`src/hdl/tmf_pkg.sv`:
```
package tmf_pkg;

  // Field widths
  localparam int SampleW  = 12;
  localparam int ChanW    = 2;
  localparam int SumW     = 16;
  localparam int TrimW    = 15;
  localparam int VrefW    = 13;
  localparam int CountW   = 4;
  localparam int MvW      = 13;

  // Window and scaling constants
  localparam int WindowLen      = 10;
  localparam int ScaleShift     = 15;
  localparam int VrefReset      = 3300;
  localparam int NumChannelsDef = 4;
  localparam int NumChannelsMax = 16;

  // Trimmed window result passed from the window stage to the scaling stage
  typedef struct packed {
    logic [ChanW-1:0] channel;
    logic [TrimW-1:0] trimmed;
  } trim_t;

endpackage

```
`src/hdl/tmf_if.sv`:
```
// Sample channel: one ADC sample tagged with its channel
interface tmf_in_if;
  logic                         valid;
  logic                         ready;
  logic [tmf_pkg::SampleW-1:0]  sample;
  logic [tmf_pkg::ChanW-1:0]    channel;

  modport source (output valid, sample, channel, input ready);
  modport sink   (input valid, sample, channel, output ready);
endinterface

// Result channel: one completed window
interface tmf_out_if;
  logic                        valid;
  logic                        ready;
  logic [tmf_pkg::ChanW-1:0]   out_channel;
  logic [tmf_pkg::TrimW-1:0]   trimmed_avg_x8;
  logic [tmf_pkg::MvW-1:0]     millivolts;

  modport source (output valid, out_channel, trimmed_avg_x8, millivolts, input ready);
  modport sink   (input valid, out_channel, trimmed_avg_x8, millivolts, output ready);
endinterface

```
`src/hdl/multichannel_trimmed_mean_filter.sv`:
```
// Multichannel trimmed-mean filter over windows of ten ADC samples.
// smp carries one 12-bit sample and its 2-bit channel per transfer; samples
// for channels at or above NumChannels are dropped. Every tenth sample of a
// channel closes its window: res then carries the channel, sum minus max
// minus min (eight times the mean, 12.3 fixed point) and millivolts =
// trimmed * vref >> 15. The window then restarts empty.
// vref_we_i/vref_wdata_i write the reference voltage; write only when idle.
// Throughput: one sample per cycle, back to back, on any mix of channels,
// while smp.ready is high. A closing sample's result reaches res through
// the input register, taking it at the transfer, the window update stage,
// registering the trimmed sum, and the multiply into the output register.
// The output register decouples the receiver: a stall holds the result,
// and samples keep flowing until the stages in front of it are full, then
// smp.ready drops.
// Reset clears all windows, empties the pipeline and sets vref to 3300 mV;
// no clearing pass is needed, samples are accepted right after reset.
module multichannel_trimmed_mean_filter #(
  parameter int NumChannels = tmf_pkg::NumChannelsDef
) (
  input  logic                       clk_i,
  input  logic                       rst_ni,
  input  logic                       vref_we_i,
  input  logic [tmf_pkg::VrefW-1:0]  vref_wdata_i,
  tmf_in_if.sink                     smp,
  tmf_out_if.source                  res
);
  import tmf_pkg::*;

  trim_t trim;
  logic  trim_valid;
  logic  trim_ready;

  // Window accumulation
  tmf_window #(
    .NumChannels (NumChannels)
  ) u_window (
    .clk_i        (clk_i),
    .rst_ni       (rst_ni),
    .smp          (smp),
    .trim_o       (trim),
    .trim_valid_o (trim_valid),
    .trim_ready_i (trim_ready)
  );

  // Millivolt scaling and output register
  tmf_scale u_scale (
    .clk_i        (clk_i),
    .rst_ni       (rst_ni),
    .vref_we_i    (vref_we_i),
    .vref_wdata_i (vref_wdata_i),
    .trim_i       (trim),
    .trim_valid_i (trim_valid),
    .trim_ready_o (trim_ready),
    .res          (res)
  );

endmodule

```
`src/hdl/tmf_window.sv`:
```
module tmf_window #(
  parameter int NumChannels = tmf_pkg::NumChannelsDef
) (
  input  logic            clk_i,
  input  logic            rst_ni,
  tmf_in_if.sink          smp,
  output tmf_pkg::trim_t  trim_o,
  output logic            trim_valid_o,
  input  logic            trim_ready_i
);
  import tmf_pkg::*;

  localparam int ChIdxW = (NumChannels > 1) ? $clog2(NumChannels) : 1;
  localparam int CmpW   = ChanW + $clog2(NumChannelsMax + 1);

  // Input register
  logic               in_vld_q;
  logic [SampleW-1:0] in_sample_q;
  logic [ChanW-1:0]   in_chan_q;

  // Per-channel window state
  logic [SumW-1:0]    sum_q   [NumChannels];
  logic [SampleW-1:0] max_q   [NumChannels];
  logic [SampleW-1:0] min_q   [NumChannels];
  logic [CountW-1:0]  count_q [NumChannels];

  // Result register toward the scaling stage
  logic   trim_vld_q;
  trim_t  trim_q;

  logic                     mid_free;
  logic                     in_fire;
  logic                     ch_ok;
  logic [ChanW+ChIdxW-1:0]  ch_ext;
  logic [ChIdxW-1:0]        idx;
  logic                     first;
  logic [SampleW-1:0]       new_max;
  logic [SampleW-1:0]       new_min;
  logic [SumW-1:0]          new_sum;
  logic [CountW-1:0]        new_count;
  logic                     done;
  logic [SumW-1:0]          trim_full;

  // Handshake between stages
  assign mid_free  = !trim_vld_q || trim_ready_i;
  assign in_fire   = in_vld_q && mid_free;
  assign smp.ready = !in_vld_q || mid_free;

  // Channel decode; out-of-range channels are dropped
  assign ch_ok  = (CmpW'(in_chan_q) < CmpW'(NumChannels));
  assign ch_ext = (ChanW + ChIdxW)'(in_chan_q);
  assign idx    = ch_ext[ChIdxW-1:0];

  // Window update and trimmed sum
  always_comb begin
    first     = (count_q[idx] == '0);
    new_max   = (first || in_sample_q > max_q[idx]) ? in_sample_q : max_q[idx];
    new_min   = (first || in_sample_q < min_q[idx]) ? in_sample_q : min_q[idx];
    new_sum   = sum_q[idx] + SumW'(in_sample_q);
    new_count = count_q[idx] + CountW'(1);
    done      = (new_count >= CountW'(WindowLen));
    trim_full = new_sum - SumW'(new_max) - SumW'(new_min);
  end

  // Input register
  always_ff @(posedge clk_i or negedge rst_ni) begin
    if (!rst_ni) begin
      in_vld_q <= 1'b0;
    end else if (smp.ready) begin
      in_vld_q <= smp.valid;
    end
  end

  always_ff @(posedge clk_i) begin
    if (smp.valid && smp.ready) begin
      in_sample_q <= smp.sample;
      in_chan_q   <= smp.channel;
    end
  end

  // Window state: accumulate, clear after the tenth sample
  always_ff @(posedge clk_i or negedge rst_ni) begin
    if (!rst_ni) begin
      for (int i = 0; i < NumChannels; i++) begin
        sum_q[i]   <= '0;
        max_q[i]   <= '0;
        min_q[i]   <= '0;
        count_q[i] <= '0;
      end
    end else if (in_fire && ch_ok) begin
      if (done) begin
        sum_q[idx]   <= '0;
        max_q[idx]   <= '0;
        min_q[idx]   <= '0;
        count_q[idx] <= '0;
      end else begin
        sum_q[idx]   <= new_sum;
        max_q[idx]   <= new_max;
        min_q[idx]   <= new_min;
        count_q[idx] <= new_count;
      end
    end
  end

  // Result register
  always_ff @(posedge clk_i or negedge rst_ni) begin
    if (!rst_ni) begin
      trim_vld_q <= 1'b0;
    end else if (mid_free) begin
      trim_vld_q <= in_fire && ch_ok && done;
    end
  end

  always_ff @(posedge clk_i) begin
    if (in_fire && ch_ok && done) begin
      trim_q.channel <= in_chan_q;
      trim_q.trimmed <= trim_full[TrimW-1:0];
    end
  end

  assign trim_o       = trim_q;
  assign trim_valid_o = trim_vld_q;

endmodule

```
`src/hdl/tmf_scale.sv`:
```
module tmf_scale (
  input  logic                       clk_i,
  input  logic                       rst_ni,
  input  logic                       vref_we_i,
  input  logic [tmf_pkg::VrefW-1:0]  vref_wdata_i,
  input  tmf_pkg::trim_t             trim_i,
  input  logic                       trim_valid_i,
  output logic                       trim_ready_o,
  tmf_out_if.source                  res
);
  import tmf_pkg::*;

  localparam int ProdW = TrimW + VrefW;

  logic [VrefW-1:0]  vref_q;
  logic              out_vld_q;
  logic [ChanW-1:0]  out_chan_q;
  logic [TrimW-1:0]  out_trim_q;
  logic [MvW-1:0]    out_mv_q;
  logic [ProdW-1:0]  product;
  logic              take;

  assign trim_ready_o = !out_vld_q || res.ready;
  assign take         = trim_valid_i && trim_ready_o;

  // Scale to millivolts, truncating
  assign product = ProdW'(trim_i.trimmed) * ProdW'(vref_q);

  // Reference voltage register
  always_ff @(posedge clk_i or negedge rst_ni) begin
    if (!rst_ni) begin
      vref_q <= VrefW'(VrefReset);
    end else if (vref_we_i) begin
      vref_q <= vref_wdata_i;
    end
  end

  // Output register
  always_ff @(posedge clk_i or negedge rst_ni) begin
    if (!rst_ni) begin
      out_vld_q <= 1'b0;
    end else if (trim_ready_o) begin
      out_vld_q <= trim_valid_i;
    end
  end

  always_ff @(posedge clk_i) begin
    if (take) begin
      out_chan_q <= trim_i.channel;
      out_trim_q <= trim_i.trimmed;
      out_mv_q   <= product[ScaleShift +: MvW];
    end
  end

  assign res.valid          = out_vld_q;
  assign res.out_channel    = out_chan_q;
  assign res.trimmed_avg_x8 = out_trim_q;
  assign res.millivolts     = out_mv_q;

endmodule

```
`src/flat_wrapper.sv`:
```
// flat-port wrapper written by rule: the top's interface ports become plain ports
module multichannel_trimmed_mean_filter_flat import tmf_pkg::*;
#(
  parameter int NumChannels = tmf_pkg::NumChannelsDef
)
  (clk_i, rst_ni, vref_we_i, vref_wdata_i, smp_valid, smp_sample, smp_channel, smp_ready, res_valid, res_out_channel, res_trimmed_avg_x8, res_millivolts, res_ready);
  tmf_in_if smp_i ();
  tmf_out_if res_i ();
  input  logic clk_i;
  input  logic rst_ni;
  input  logic vref_we_i;
  input  logic [tmf_pkg::VrefW-1:0] vref_wdata_i;
  input wire logic [$bits(smp_i.valid)-1:0] smp_valid;
  input wire logic [$bits(smp_i.sample)-1:0] smp_sample;
  input wire logic [$bits(smp_i.channel)-1:0] smp_channel;
  output wire logic [$bits(smp_i.ready)-1:0] smp_ready;
  output wire logic [$bits(res_i.valid)-1:0] res_valid;
  output wire logic [$bits(res_i.out_channel)-1:0] res_out_channel;
  output wire logic [$bits(res_i.trimmed_avg_x8)-1:0] res_trimmed_avg_x8;
  output wire logic [$bits(res_i.millivolts)-1:0] res_millivolts;
  input wire logic [$bits(res_i.ready)-1:0] res_ready;
  assign smp_i.valid = smp_valid;
  assign smp_i.sample = smp_sample;
  assign smp_i.channel = smp_channel;
  assign smp_ready = smp_i.ready;
  assign res_valid = res_i.valid;
  assign res_out_channel = res_i.out_channel;
  assign res_trimmed_avg_x8 = res_i.trimmed_avg_x8;
  assign res_millivolts = res_i.millivolts;
  assign res_i.ready = res_ready;
  multichannel_trimmed_mean_filter #(.NumChannels(NumChannels)) u_core (.clk_i(clk_i), .rst_ni(rst_ni), .vref_we_i(vref_we_i), .vref_wdata_i(vref_wdata_i), .smp(smp_i), .res(res_i));
endmodule
```
`config.mk`:
```
export PLATFORM = sky130hd
export DESIGN_NAME = multichannel_trimmed_mean_filter_flat
export DESIGN_NICKNAME = d
export VERILOG_FILES = /design/src/hdl/tmf_pkg.sv /design/src/hdl/tmf_if.sv /design/src/hdl/multichannel_trimmed_mean_filter.sv /design/src/hdl/tmf_window.sv /design/src/hdl/tmf_scale.sv /design/src/flat_wrapper.sv
export SDC_FILE = /design/constraint.sdc
export NUM_CORES = 1
export LEC_CHECK = 0
export ABC_CLOCK_PERIOD_IN_PS = 7720
export BUFFER_PORTS_ARGS = -buffer_cell sky130_fd_sc_hd__buf_2
export CORE_MARGIN = 10
export CORE_UTILIZATION = 45
export CTS_BUF_LIST = sky130_fd_sc_hd__clkbuf_2 sky130_fd_sc_hd__clkbuf_4 sky130_fd_sc_hd__clkbuf_8
export CTS_CLUSTER_SIZE = 10
export DETAILED_ROUTE_END_ITERATION = 8
export SYNTH_ARGS = -nofsm -noshare
export SYNTH_HDL_FRONTEND = slang
export SYNTH_SLANG_ARGS = --single-unit
```
`constraint.sdc`:
```
create_clock -name clk_i -period 7.72 [get_ports clk_i]
set_input_delay 0.386 -clock clk_i [delete_from_list [all_inputs] [get_ports clk_i]]
set_output_delay 0.386 -clock clk_i [all_outputs]
set_load 0.01 [all_outputs]
```
## After elaboration in Yosys (flattened, before gate mapping)

Index checks and enable logic that the tools add are counted.

| word-level totals | value |
|---|---|
| word-level logic and storage cells | 87 |
| flip-flop bits (word level) | 253 |
| input bits | 32 |
| output and inout bits | 32 |

| cells by class | value |
|---|---|
| bitwise logic cells | 8 |
| add/subtract/negate cells | 4 |
| multipliers | 1 |
| reduce and logical (&&, ||, !) cells | 14 |
| magnitude comparators | 5 |
| multiplexer cells | 28 |

Operators with widths:

| cell | count |
|---|---|
| AND 48 bit | 2 |
| bitwise mux 48 bit | 2 |
| two-way mux 48 bit | 2 |
| two-way mux 12 bit | 7 |
| AND 64 bit | 1 |
| bitwise mux 64 bit | 1 |
| two-way mux 16 bit | 4 |
| two-way mux 64 bit | 1 |
| inverter 64 bit | 1 |
| binary-select mux 12 bit (select 2 bit) | 2 |
| inverter 48 bit | 1 |
| binary-select mux 16 bit (select 2 bit) | 1 |
| demux 16 bit (select 2 bit) | 1 |
| subtractor 15 x 12 -> 15 bit | 2 |
| multiplier 15 x 13 -> 28 bit | 1 |
| demux 12 bit (select 2 bit) | 1 |
| adder 16 x 12 -> 16 bit | 1 |
| AND 16 bit | 1 |
| bitwise mux 16 bit | 1 |
| inverter 16 bit | 1 |
| > comparator 12 bit | 1 |
| less-than comparator 12 bit | 1 |
| two-way mux 4 bit | 3 |
| binary-select mux 4 bit (select 2 bit) | 1 |
| other kinds (10) | 20 |

## Longest topological paths before layout

Gate-level depths: netlist of the first run.

| logic depth | value |
|---|---|
| depth in word-level cells | 9 |
| mapped depth | 26 |
| depth with buffers taken out | 22 |

## Hierarchy

A second synthesis of the first run with hierarchy kept.

| unflattened totals | value |
|---|---|
| cells, all modules | 1720 |
| area total of the unflattened synthesis | 18403.9 um2 |

By module, submodules not included:

| module | area an instance (um2) | seq. area each (um2) | cells each | instances |
|---|---|---|---|---|
| tmf_window | 10796.6 | 5285.1 | 931 | 1 |
| tmf_scale | 7607.3 | 1258.7 | 789 | 1 |

## Worst setup path before layout of the first run

OpenSTA, ideal clock, no wires.

| path | value |
|---|---|
| kind | register to register |
| from | register u_core.u_window.in_chan_q[0], in the netlist u_core.u_window.idx[0] |
| to | register u_core.u_window.trim_q (netlist bit u_core.u_window.trim_o[13]), data pin |
| setup time | 267 ps |
| required time | 7453 ps |
| slack | 1927 ps |
| cell stages (with the launch flop) | 23 |
| clock period less this slack | 5793 ps |
| arrival time | 5527 ps |
| buffers on the path | 3 |
| path through | edfxtp_1 > buf_6 > buf_1 > buf_2 > mux4_2 > ha_1 > fa_1 > a21o_1 > a21oi_1 > o21bai_1 > a21oi_1 > o21bai_1 > a21oi_1 > xor2_1 > fa_1 > inv_1 > ha_1 > and3_1 > nand3_1 > and4_1 > nor3_1 > a31oi_1 > xnor2_1 |

| on the way | value |
|---|---|
| longest elaborated chain between the ends | 9 |
| elaborated cells on any way between the ends | 23 |
| classes of those cells | add/sub: 3; order compare: 2; mux: 14; bitwise: 1; reduce/logical: 3 |

Ends and longest elaborated chain:

| element | RTL line | text |
|---|---|---|
| from (decl) | tmf_window.sv:19 | `logic [ChanW-1:0] in_chan_q;` |
| from (signal assigned) | tmf_window.sv:77 | `in_chan_q <= smp.channel;` |
| inverter 2 -> 3 bit (not written as such) * | -- |  |
| binary-select mux 12 bit (select 2 bit) or binary-select mux 4 bit (select 2 bit) (tied branches) | tmf_window.sv:57, tmf_window.sv:56 |  |
| two-way mux 12 bit (not written as such) or two-way mux 4 bit (tied branches) (2 in a row) | tmf_window.sv:57, tmf_window.sv:56 |  |
| > comparator 12 bit or zero test 4 bit (tied branches) | tmf_window.sv:57, tmf_window.sv:56 |  |
| logical OR 1 bit | tmf_window.sv:57 | `new_max = (first \|\| in_sample_q > max_q[idx]) ? in_sample_q : max_q[idx];` |
| two-way mux 12 bit | tmf_window.sv:57 |  |
| subtractor 15 x 12 -> 15 bit | tmf_window.sv:62 | `trim_full = new_sum - SumW'(new_max) - SumW'(new_min);` |
| subtractor 15 x 12 -> 15 bit * | tmf_window.sv:62 |  |
| via u_core.u_window.trim_full[13] | tmf_window.sv:42 | `logic [SumW-1:0] trim_full;` |
| to (decl) | tmf_window.sv:29 | `trim_t trim_q;` |

Mark *: on every way through the listed nets, which the timed path passes. The rest lies on a longest branch. The select of a mux whose other input is x is not followed.
A chain may end at the register's enable or synchronous reset.

## Final worst setup path of the first run

| path | value |
|---|---|
| from | register u_core.u_window.in_chan_q[0], in the netlist u_core.u_window.idx[0] |
| to | register u_core.u_window.trim_q (netlist bit u_core.u_window.trim_o[14]), data pin |

Same word-level chain as after synthesis.

==> metrics.log, run 1 <==
INFO  metric synthMostInstantiatedCell = nand2_1
INFO  metric drtIter0Drc = 686
INFO  metric fin_ws = 1.157 ns
INFO  metric place_congestion = 0.8298
INFO  metric cts_resized = 0
INFO  metric maxSlewHeadroom = 22.22%
INFO  metric initial_utilization = 45.70%
INFO  metric dominantRegCellSynth = dfrtp_1
INFO  metric ctsRootBufferMaster = clkbuf_8
INFO  metric share_of_the_synthesized_area_in_the_top_cell_type = 25.03%
INFO  metric tritoncts = built
INFO  metric ys_ff_latch = 249
INFO  metric synth.distinct_cells = 54
INFO  metric max_cap_viol_count = 0
INFO  metric finalNetCount = 2,119
INFO  metric post-route-cell-area = 20,170 sq um
INFO  metric yosysTopAreaCell = dfrtp_1
INFO  metric dieHeight = 221.1 um
INFO  metric floorplan_core_area = 39,820 sq um
INFO  metric htree_levels = 2
INFO  metric crit_fanout = 17
INFO  metric grt_max_degree = 112
INFO  metric postSynthNetCount = 2,050
INFO  metric antenna_found_initial = 0
INFO  metric drtAntennaViolNets = 0
INFO  metric synth_enable_flop_cells = 61
INFO  metric layout_cells_sized_above_1 = 13.57%
INFO  metric ys.warnings.count = 0
INFO  metric clkSinkCount = 249
INFO  metric drcViolationCount = 0
INFO  metric grt_overflow_total = 0
INFO  metric worstSkewPairLatency = 0.62 ns
INFO  metric end_kind = flop
INFO  metric global_route_wire_length_before_repair = 71.01 mm
INFO  metric synth.cells.most_frequent = 285 x nand2_1, 263 x inv_1, 182 x dfrtp_1
INFO  metric critical_path.startpoint_type = flop
INFO  metric placed_cell_area = 18,970 sq um
INFO  metric post_placement_setup_slack = 1.123 ns
INFO  metric async_set_reset_flop_share_out_of_synthesis = 75.50%
INFO  metric synthTopCellsByArea = dfrtp_1 25%, fa_1 17%, edfxtp_1 10%, ha_1 8.3%, nand2_1 5.9%
INFO  metric setup-violations-final = 0
INFO  metric numPortBuffers = 63
INFO  metric timing.critical_path.required = 8.05 ns
INFO  metric rows = 73
INFO  metric final_critical_period = 6.563 ns
INFO  metric max_clock_freq = 152.4 MHz
INFO  metric final_max_slew_viol_count = 0
INFO  metric setup_fix_buffers_added_after_clock_tree_synthesis = 0
INFO  metric diodes = 0
INFO  metric synth_area = 18,200 sq um
INFO  metric synth_seq_area_share = 35.96%
INFO  metric total_routing_usage_gr = 17.73%
INFO  metric min-delay-path-class = in -> reg
INFO  metric ioPinCount = 64
INFO  metric dp_hpwl = 30.76 mm
INFO  metric clk_transition_reported_paths = 0.06 ns
INFO  metric timing.final.crit_share = 85.01%
INFO  metric die_width = 221.1 um
INFO  metric first_pass_iters = 5
INFO  metric routed_via_density = 5.272
INFO  metric die-area = 48,890 sq um
INFO  metric status = finished clean
INFO  metric syn_avg_cell_area = 10.44 sq um
INFO  metric worst_slew_pin_slew = 1.158 ns
INFO  metric grt_setup_unrepaired = false
INFO  metric detail_route.wl_per_cell = 17.98 um
INFO  metric timing.setup.critical_path_class = reg -> reg
INFO  metric area_growth_syn_to_layout = 10.84%
INFO  metric routed_wl = 42.69 mm
INFO  metric final.setup_skew = 0.03398 ns
INFO  metric cts_max_path_buffers = 3
INFO  metric final-hold-violation-count = 0
INFO  metric worst-endpoint-arrival = 6.89 ns
INFO  metric vias = 12,520
INFO  metric fin_tns_setup = 0 ns
INFO  metric number_of_global_route_vias_before_repair = 13,320
INFO  metric numCtsBuffers = 45
INFO  metric syn_inst = 1,743
INFO  metric reg2reg_setup_slack = 1.16 ns
## routing by layer
metal / global-route usage [%] / wire length, um
met2: 30.40 / 21350
met5: 0 / 0
met4: 4.491 / 780
met1: 22.73 / 18810
met3: 3.111 / 1742
## critical path: stages, from the launching register on
cell	delay [ns]
edfxtp_1	0.96
buf_4	0.51
mux4_2	0.57
inv_1	0.08
ha_1	0.16
a211o_1	0.12
a31oi_1	0.04
or3_4	0.38
a31oi_4	0.50
mux2i_1	0.50
fa_1	0.50
ha_1	0.33
nor2b_1	0.14
o21ai_0	0.19
a21boi_0	0.14
o21ai_0	0.21
a21oi_1	0.15
a41oi_1	0.30
a21oi_1	0.13
nor3b_1	0.25
xnor2_1	0.10
## logic make-up (layout without fill, tap and decap cells)
group / count (synthesis) / after routing / synth area share, %
DFF: 249 / 249 / 35.96
AOI/OAI and AO/OA: 243 / 243 / 8.587
adders and majority gates: 275 / 275 / 25.30
buffers and inverters: 347 / 453 / 7.329
and+or+nand+nor: 496 / 496 / 12.59
xor gates and xnor gates: 36 / 36 / 1.733
muxes: 97 / 97 / 8.505
## per-stage QoR
stage	cells	hold WS [ns]	util, %
after detailed placement	2262	0.4193	47.63
after floorplan	1743	0.09041	-
after CTS	2374	0.01452	50.65
after global placement	2262	0.4265	47.63
after global routing	2374	0.02874	50.65
final	2374	0.05778	50.65
## repair_timing
item,CTS,global route
hold endpoints to repair,131,0
endpoints found under the setup margin,0,0
hold buffers,28,0
## sequential cells by signal, indices dropped and copies added (netlist names)
name and flops:
u_core.u_window.min_q 48, u_core.u_window.trim_o 17, u_core.u_scale.res.valid 1, u_core.u_window.trim_valid_o 1, u_core.u_scale.res.millivolts 13, u_core.u_window.count_q 16
u_core.u_scale.vref_q 13, u_core.u_window.max_q 48, u_core.u_window.idx 2, u_core.u_window.in_vld_q 1, u_core.u_scale.res.trimmed_avg_x8 15, u_core.u_scale.res.out_channel 2
u_core.u_window.in_sample_q 12, u_core.u_window.sum_q 60
## layout make-up
type                            count  area, sq um
Inverter                          263        987.2
Clock buffer                       67        797.0
Fill cell                        3707        19650
Tap cell                          525        656.9
Timing Repair Buffer              106        716.9
Multi-Input combinational cell   1147        10340
Sequential cell                   249         6544
Clock inverter                     17        127.6
## cells in the final DEF (no fill, tap or decap), drive strengths merged, types with 5 or more instances in the layout
cell type,instances
a211oi,6
mux2i,23
nor2b,6
nor3,13
dfrtp,182
ha,120
a31oi,5
mux4,43
dfstp,6
a21o,13
o21ai,86
a21oi,32
inv,265
nand3,13
nand2b,18
mux2,31
or3,7
xor2,12
o21bai,5
clkbuf,68
xnor2,24
and2,97
dlygate4sd3,28
nand2,285
fa,155
buf,77
o31ai,69
nor2,37
nand4,5
clkinv,14
a22o,9
edfxtp,61
## final timing paths
path                                                       from                                           to  depth (start not counted)
max in group asynchronous                                rst_ni        u_core.u_window.sum_q[37]$_DFFE_PN0P_                          3
hold / removal                                  vref_wdata_i[9]         u_core.u_scale.vref_q[9]$_DFFE_PN0P_                          2
setup / recovery               u_core.u_window.idx[0]$_DFFE_PP_         u_core.u_window.trim_o[14]$_DFFE_PP_                         20
setup reg to reg               u_core.u_window.idx[0]$_DFFE_PP_         u_core.u_window.trim_o[14]$_DFFE_PP_                         20
min in group asynchronous                                rst_ni      u_core.u_window.count_q[13]$_DFFE_PN0P_                          2
hold reg to reg            u_core.u_window.trim_o[16]$_DFFE_PP_  u_core.u_scale.res.out_channel[1]$_DFFE_PP_                          0
Power of run 1 is not shown: default switching activity piles up to over one toggle a cycle in this logic, so the estimate is an artifact.
==> run 2: changes to the inputs <==
--- a/config.mk
+++ b/config.mk
@@ -5,6 +5,7 @@
 export SDC_FILE = /design/constraint.sdc
 export NUM_CORES = 1
 export LEC_CHECK = 0
+export ABC_AREA = 1
 export ABC_CLOCK_PERIOD_IN_PS = 7720
 export BUFFER_PORTS_ARGS = -buffer_cell sky130_fd_sc_hd__buf_2
 export CORE_MARGIN = 10
==> metrics.log, run 2 <==
INFO  metric die_width = 227.0 um
INFO  metric drtIter0Drc = 828
INFO  metric number_of_global_route_vias_before_repair = 15,330
INFO  metric worstSkewPairLatency = 0.65 ns
INFO  metric critical_path.startpoint_type = flop
INFO  metric crit_fanout = 23
INFO  metric final_critical_period = 6.340 ns
INFO  metric reg.largest.list = u_core.u_window.sum_q: 60 flops, u_core.u_window.max_q: 48 flops, u_core.u_window.min_q: 48 flops
INFO  metric synth_enable_flop_cells = 61
INFO  metric synth_seq_area_share = 33.95%
INFO  metric syn_avg_cell_area = 8.746 sq um
INFO  metric final_max_slew_viol_count = 0
INFO  metric synth_area = 19,280 sq um
INFO  metric crit_path_most_repeated_cell = nand2_1
INFO  metric synth_fa_ha_area_share = 23.89%
INFO  metric global_route_wire_length_before_repair = 79.68 mm
INFO  metric worst-endpoint-arrival = 6.72 ns
INFO  metric fin_tns_setup = 0 ns
INFO  metric status = finished clean
INFO  metric timing.final.crit_share = 82.12%
INFO  metric detail_route.wl_per_cell = 16.94 um
INFO  metric final-hold-violation-count = 0
INFO  metric post-route-cell-area = 21,330 sq um
INFO  metric cts_max_path_buffers = 3
INFO  metric vias = 14,440
INFO  metric tritoncts = built
INFO  metric grt_setup_unrepaired = false
INFO  metric async_set_reset_flop_share_out_of_synthesis = 75.50%
INFO  metric worst_slew_pin_slew = 1.128 ns
INFO  metric first_pass_iters = 5
INFO  metric dominantRegCellSynth = dfrtp_1
INFO  metric place_congestion = 0.9336
INFO  metric dp_hpwl = 35.32 mm
INFO  metric yosys.area_share.simple = 14.77%
INFO  metric routed_via_density = 5.057
INFO  metric register_bank_with_the_most_flops = u_core.u_window.sum_q
INFO  metric htree_levels = 2
INFO  metric clk_transition_reported_paths = 0.06 ns
INFO  metric area_growth_syn_to_layout = 10.65%
INFO  metric placedCellCount = 2,740
INFO  metric clkSinkCount = 249
INFO  metric antenna_found_initial = 0
INFO  metric floorplan_core_area = 42,130 sq um
INFO  metric timing.critical_path.required = 8.10 ns
INFO  metric cts_resized = 0
INFO  metric syn_inst = 2,204
INFO  metric layout_cells_sized_above_1 = 11.10%
INFO  metric yosysTopAreaCell = dfrtp_1
INFO  metric total_routing_usage_gr = 19.44%
INFO  metric ioPinCount = 64
INFO  metric final.setup_skew = 0.04200 ns
INFO  metric largest_register_ffs = 60
INFO  metric ctsRootBufferMaster = clkbuf_8
INFO  metric max_clock_freq = 157.7 MHz
INFO  metric synth_compound_area_share = 9.159%
INFO  metric synth.distinct_cells = 52
INFO  metric routed_wl = 48.37 mm
INFO  metric drtAntennaViolNets = 0
INFO  metric numCtsBuffers = 46
INFO  metric timing.setup.critical_path_class = reg -> reg
INFO  metric utilization = 50.62%
INFO  metric critPathSlowestCell = nand2_2
INFO  metric layout.cells.non_filler = 2,855
INFO  metric synth_top_family_by_area = adder cells
INFO  metric setup-violations-final = 0
INFO  metric rows = 75
INFO  metric critical_path.top_delay_family = simple AND/OR/NAND/NOR gates
INFO  metric share_of_the_synthesized_area_in_the_top_cell_type = 23.63%
INFO  metric dieHeight = 227.0 um
INFO  metric numPortBuffers = 63
INFO  metric initial_utilization = 45.75%
INFO  metric critical_path.n_buffers_inverters = 3
INFO  metric grt_overflow_total = 0
INFO  metric min-delay-path-class = in -> reg
INFO  metric ys.warnings.count = 0
INFO  metric timing.critical_path.slowest_cell_delay = 0.54 ns
INFO  metric fillCellCount = 3,962
INFO  metric placed_cell_area = 20,030 sq um
INFO  metric yosys-mux-area-fraction = 4.239%
INFO  metric synthMostInstantiatedCell = inv_1
INFO  metric ys_ff_latch = 249
INFO  metric most-common-layout-cells = 525 x inv_1, 460 x nand2_1, 182 x dfrtp_1
INFO  metric postSynthNetCount = 2,511
INFO  metric post_synth_xor_area_fraction = 1.681%
INFO  metric layout.cells.most_common = inv_1
INFO  metric maxSlewHeadroom = 24.72%
INFO  metric synthTopCellsByArea = dfrtp_1 24%, fa_1 16%, inv_1 10%, edfxtp_1 9.5%, nand2_1 9.0%
INFO  metric grt_max_degree = 118
INFO  metric die-area = 51,510 sq um
INFO  metric max_cap_viol_count = 0
INFO  metric synth.cells.most_frequent = 526 x inv_1, 460 x nand2_1, 182 x dfrtp_1
INFO  metric finalNetCount = 2,585
INFO  metric end_kind = flop
INFO  metric drcViolationCount = 0
INFO  metric crit_chain = nand2_2, inv_2, a221oi_1, ha_1, nand2_1, inv_1, o21ai_0, a21oi_1, nor4_1, nand2_1, nand2_1, nand2_1, and2_1, fa_1, inv_1, ha_1, nand2_1, o21ai_0, a21boi_0, o21ai_0, a21oi_1, nor2_1, nor2_1, xnor2_1
INFO  metric diodes = 0
## run 2: changes by cell type in the layout (fill, tap and decap cells not counted), sizes merged, moves of 55 or more
cell and change:
nand2 +185, inv +272, and2 -88, o31ai -68, a21oi +81, nand3 +55
## run 2: logic make-up after synthesis
group,count (synthesis)
buffers and inverters,615
AOI/OAI and AO/OA,294
DFF,249
adders and majority gates,275
xor gates and xnor gates,37
and+or+nand+nor,654
muxes,80
## run 2: cell type report
cell class | instances | area (sq um) | area share [%]
repair buffers | 106 | 719.4 | 3.373
clock buffers | 66 | 808.3 | 3.790
flip-flops and latches | 249 | 6544 | 30.68
well taps | 539 | 674.4 | 3.162
clock inverters | 20 | 203.9 | 0.9562
inverters | 535 | 2011 | 9.427
multi-input cells | 1340 | 10370 | 48.61
## run 2: what timing repair did
action                    in CTS  in global routing
hold endpoints to repair     138                  0
hold buffers                  29                  0
buffers inserted               0                  0
## run 2: worst paths after layout
check / start / endpoint / slack (ns) / cells past startpoint
max: u_core.u_window.idx[0]$_DFFE_PP_ / u_core.u_window.trim_o[10]$_DFFE_PP_ / 1.38 / 24
max in group asynchronous: rst_ni / u_core.u_window.max_q[8]$_DFFE_PN0P_ / 5.76 / 3
max reg2reg: u_core.u_window.idx[0]$_DFFE_PP_ / u_core.u_window.trim_o[10]$_DFFE_PP_ / 1.38 / 24
min: res_ready / u_core.u_scale.res.valid$_DFFE_PN0P_ / 0.05 / 4
min reg2reg: u_core.u_window.trim_o[16]$_DFFE_PP_ / u_core.u_scale.res.out_channel[1]$_DFFE_PP_ / 0.46 / 0
min in group asynchronous: rst_ni / u_core.u_window.max_q[33]$_DFFE_PN0P_ / 0.49 / 2
## run 2: layer usage
layer / vias up / GRT usage, % / part of all wire, %
li1: 7013 / - / -
met1: 7037 / 23.20 / 42
met2: 305 / 34.93 / 50
met3: 83 / 3.256 / 4.3
met4: 0 / 6.427 / 2.9
met5: - / 0 / 0
## run 2: through the flow
| step | hold WS, ns | setup slack [ns] |
|---|---|---|
| 2_1_floorplan | 0.09041 | 2.786 |
| 5_1_grt | 0.05826 | 0.8390 |
| 3_3_place_gp | 0.4027 | 1.658 |
| 4_1_cts | 0.01115 | 1.463 |
| 3_5_place_dp | 0.4054 | 1.496 |
| 6_report | 0.05426 | 1.380 |
## run 2: worst reg2reg max path, cell delays in order, from the launching register on
cell and delay (ns):
edfxtp_1 0.53, nand2_2 0.54, inv_2 0.43, a221oi_1 0.46, ha_1 0.31, nand2_1 0.07
inv_1 0.04, o21ai_0 0.14, a21oi_1 0.09, nor4_1 0.17, nand2_1 0.32, nand2_1 0.42
nand2_1 0.14, and2_1 0.19, fa_1 0.50, inv_1 0.04, ha_1 0.34, nand2_1 0.07
o21ai_0 0.34, a21boi_0 0.24, o21ai_0 0.33, a21oi_1 0.11, nor2_1 0.10, nor2_1 0.05
xnor2_1 0.12
Power of run 2 is left out for the same reason.
==> run 3: changes to the inputs <==
--- a/config.mk
+++ b/config.mk
@@ -5,8 +5,8 @@
 export SDC_FILE = /design/constraint.sdc
 export NUM_CORES = 1
 export LEC_CHECK = 0
-export ABC_AREA = 1
-export ABC_CLOCK_PERIOD_IN_PS = 7720
+export ABC_AREA = 0
+export ABC_CLOCK_PERIOD_IN_PS = 5950
 export BUFFER_PORTS_ARGS = -buffer_cell sky130_fd_sc_hd__buf_2
 export CORE_MARGIN = 10
 export CORE_UTILIZATION = 45
==> constraint.sdc (replaced) <==
create_clock -name clk_i -period 5.95 [get_ports clk_i]
set_input_delay 0.2975 -clock clk_i [delete_from_list [all_inputs] [get_ports clk_i]]
set_output_delay 0.2975 -clock clk_i [all_outputs]
set_load 0.01 [all_outputs]
==> metrics.log, run 3 (synthesized netlist as in run 1, its figures left out) <==
INFO  metric reg.largest.list = u_core.u_window.sum_q: 60 flops, u_core.u_window.max_q: 48 flops, u_core.u_window.min_q: 48 flops
INFO  metric global_route_wire_length_before_repair = 72.52 mm
INFO  metric ctsRootBufferMaster = clkbuf_8
INFO  metric cts_max_path_buffers = 3
INFO  metric largest_register_ffs = 60
INFO  metric crit_chain = buf_4, nand2_1, fa_1, inv_1, fa_1, fa_1, fa_1, inv_1, fa_1, inv_1, ha_1, nand3_1, a21oi_1, nand3_1, nand3b_1, o31ai_2, buf_4, a21boi_0, o21a_1, nor2_1, xnor2_1
INFO  metric most-common-layout-cells = 284 x nand2_1, 263 x inv_1, 179 x dfrtp_1
INFO  metric routed_wl = 43.32 mm
INFO  metric tritoncts = built
INFO  metric timing.critical_path.slowest_cell_delay = 0.66 ns
INFO  metric dieHeight = 221.1 um
INFO  metric drtIter0Drc = 729
INFO  metric crit_fanout = 10
INFO  metric die-area = 48,890 sq um
INFO  metric crit_path_most_repeated_cell = fa_1
INFO  metric floorplan_core_area = 39,820 sq um
INFO  metric status = finished clean
INFO  metric placedCellCount = 2,340
INFO  metric diodes = 0
INFO  metric worst_slew_pin_slew = 1.151 ns
INFO  metric numCtsBuffers = 47
INFO  metric initial_utilization = 45.70%
INFO  metric antenna_found_initial = 0
INFO  metric ioPinCount = 64
INFO  metric numPortBuffers = 63
INFO  metric timing.critical_path.required = 6.31 ns
INFO  metric layout.cells.most_common = nand2_1
INFO  metric grt_max_degree = 120
INFO  metric area_growth_syn_to_layout = 15.00%
INFO  metric die_width = 221.1 um
INFO  metric setup-violations-final = 0
INFO  metric utilization = 52.55%
INFO  metric register_bank_with_the_most_flops = u_core.u_window.sum_q
INFO  metric grt_setup_unrepaired = false
INFO  metric number_of_global_route_vias_before_repair = 13,880
INFO  metric placed_cell_area = 19,580 sq um
INFO  metric critical_path.startpoint_type = flop
INFO  metric fin_tns_setup = 0 ns
INFO  metric timing.final.crit_share = 96.17%
INFO  metric total_routing_usage_gr = 18.06%
INFO  metric routed_via_density = 5.165
INFO  metric post-route-cell-area = 20,930 sq um
INFO  metric maxSlewHeadroom = 23.24%
INFO  metric timing.setup.critical_path_class = reg -> reg
INFO  metric critical_path.top_delay_family = adder cells
INFO  metric place_congestion = 0.8660
INFO  metric max_cap_viol_count = 0
INFO  metric vias = 12,700
INFO  metric rows = 73
INFO  metric end_kind = flop
INFO  metric critPathSlowestCell = dfstp_2
INFO  metric first_pass_iters = 5
INFO  metric layout.cells.non_filler = 2,458
INFO  metric drtAntennaViolNets = 0
INFO  metric clkSinkCount = 249
INFO  metric final_max_slew_viol_count = 0
INFO  metric detail_route.wl_per_cell = 17.62 um
INFO  metric finalNetCount = 2,203
INFO  metric final.setup_skew = 0.03937 ns
INFO  metric dp_hpwl = 31.71 mm
INFO  metric grt_overflow_total = 0
INFO  metric max_clock_freq = 174.8 MHz
INFO  metric final-hold-violation-count = 0
INFO  metric clk_transition_reported_paths = 0.06 ns
INFO  metric critical_path.n_buffers_inverters = 5
INFO  metric worstSkewPairLatency = 0.63 ns
INFO  metric min-delay-path-class = in -> reg
INFO  metric htree_levels = 2
INFO  metric worst-endpoint-arrival = 6.08 ns
INFO  metric layout_cells_sized_above_1 = 17.59%
INFO  metric final_critical_period = 5.722 ns
INFO  metric drcViolationCount = 0
==> run 3: worst paths after layout <==
path / from / end / slack, ns / depth (start not counted)
max in group asynchronous: rst_ni / u_core.u_window.min_q[1]$_DFFE_PN0P_ / 4.02 / 3
worst min-delay path: vref_we_i / u_core.u_scale.vref_q[0]$_DFFE_PN0P_ / 0.18 / 2
min in group asynchronous: rst_ni / u_core.u_window.count_q[14]$_DFFE_PN0P_ / 0.36 / 2
worst max register to register: u_core.u_scale.vref_q[7]$_DFFE_PN1P_ / u_core.u_scale.res.millivolts[8]$_DFFE_PP_ / 0.23 / 21
worst max-delay path: u_core.u_scale.vref_q[7]$_DFFE_PN1P_ / u_core.u_scale.res.millivolts[8]$_DFFE_PP_ / 0.23 / 21
worst min register to register: u_core.u_window.trim_o[16]$_DFFE_PP_ / u_core.u_scale.res.out_channel[1]$_DFFE_PP_ / 0.42 / 0
==> run 3: cell type report <==
cell class / count / area (sq um)
clock inverters: 16 / 142.6
multi-input cells: 1147 / 10370
repair buffers: 188 / 1365
clock buffers: 70 / 863.3
well taps: 525 / 656.9
fillers: 3643 / 18890
inverters: 263 / 987.2
flip-flops and latches: 249 / 6548
==> run 3: what timing repair did <==
| item | CTS | global route |
|---|---|---|
| hold buffers | 31 | 0 |
| hold endpoints to repair | 141 | 0 |
| setup endpoints to repair | 0 | 5 |
| gates resized for setup | 0 | 12 |
| buffers inserted | 0 | 1 |
==> run 3: metal layers <==
metal / vias up / track usage (%) / part of all wire [%]
li1: 6036 / - / -
met5: - / 0 / 0
met1: 6300 / 22.68 / 43
met2: 282 / 30.97 / 49
met3: 78 / 2.900 / 4.6
met4: 0 / 6.253 / 2.6
==> run 3: per-stage QoR <==
step | setup slack, ns | hold WS [ns]
global placement | 0.1549 | 0.4109
finish | 0.2278 | 0.1835
global route | 0.01887 | 0.1740
detailed placement | 0.07450 | 0.4164
CTS | 0.03865 | 0.1488
floorplan | 0.1566 | 0.001909
Power of run 3 is left out for the same reason.
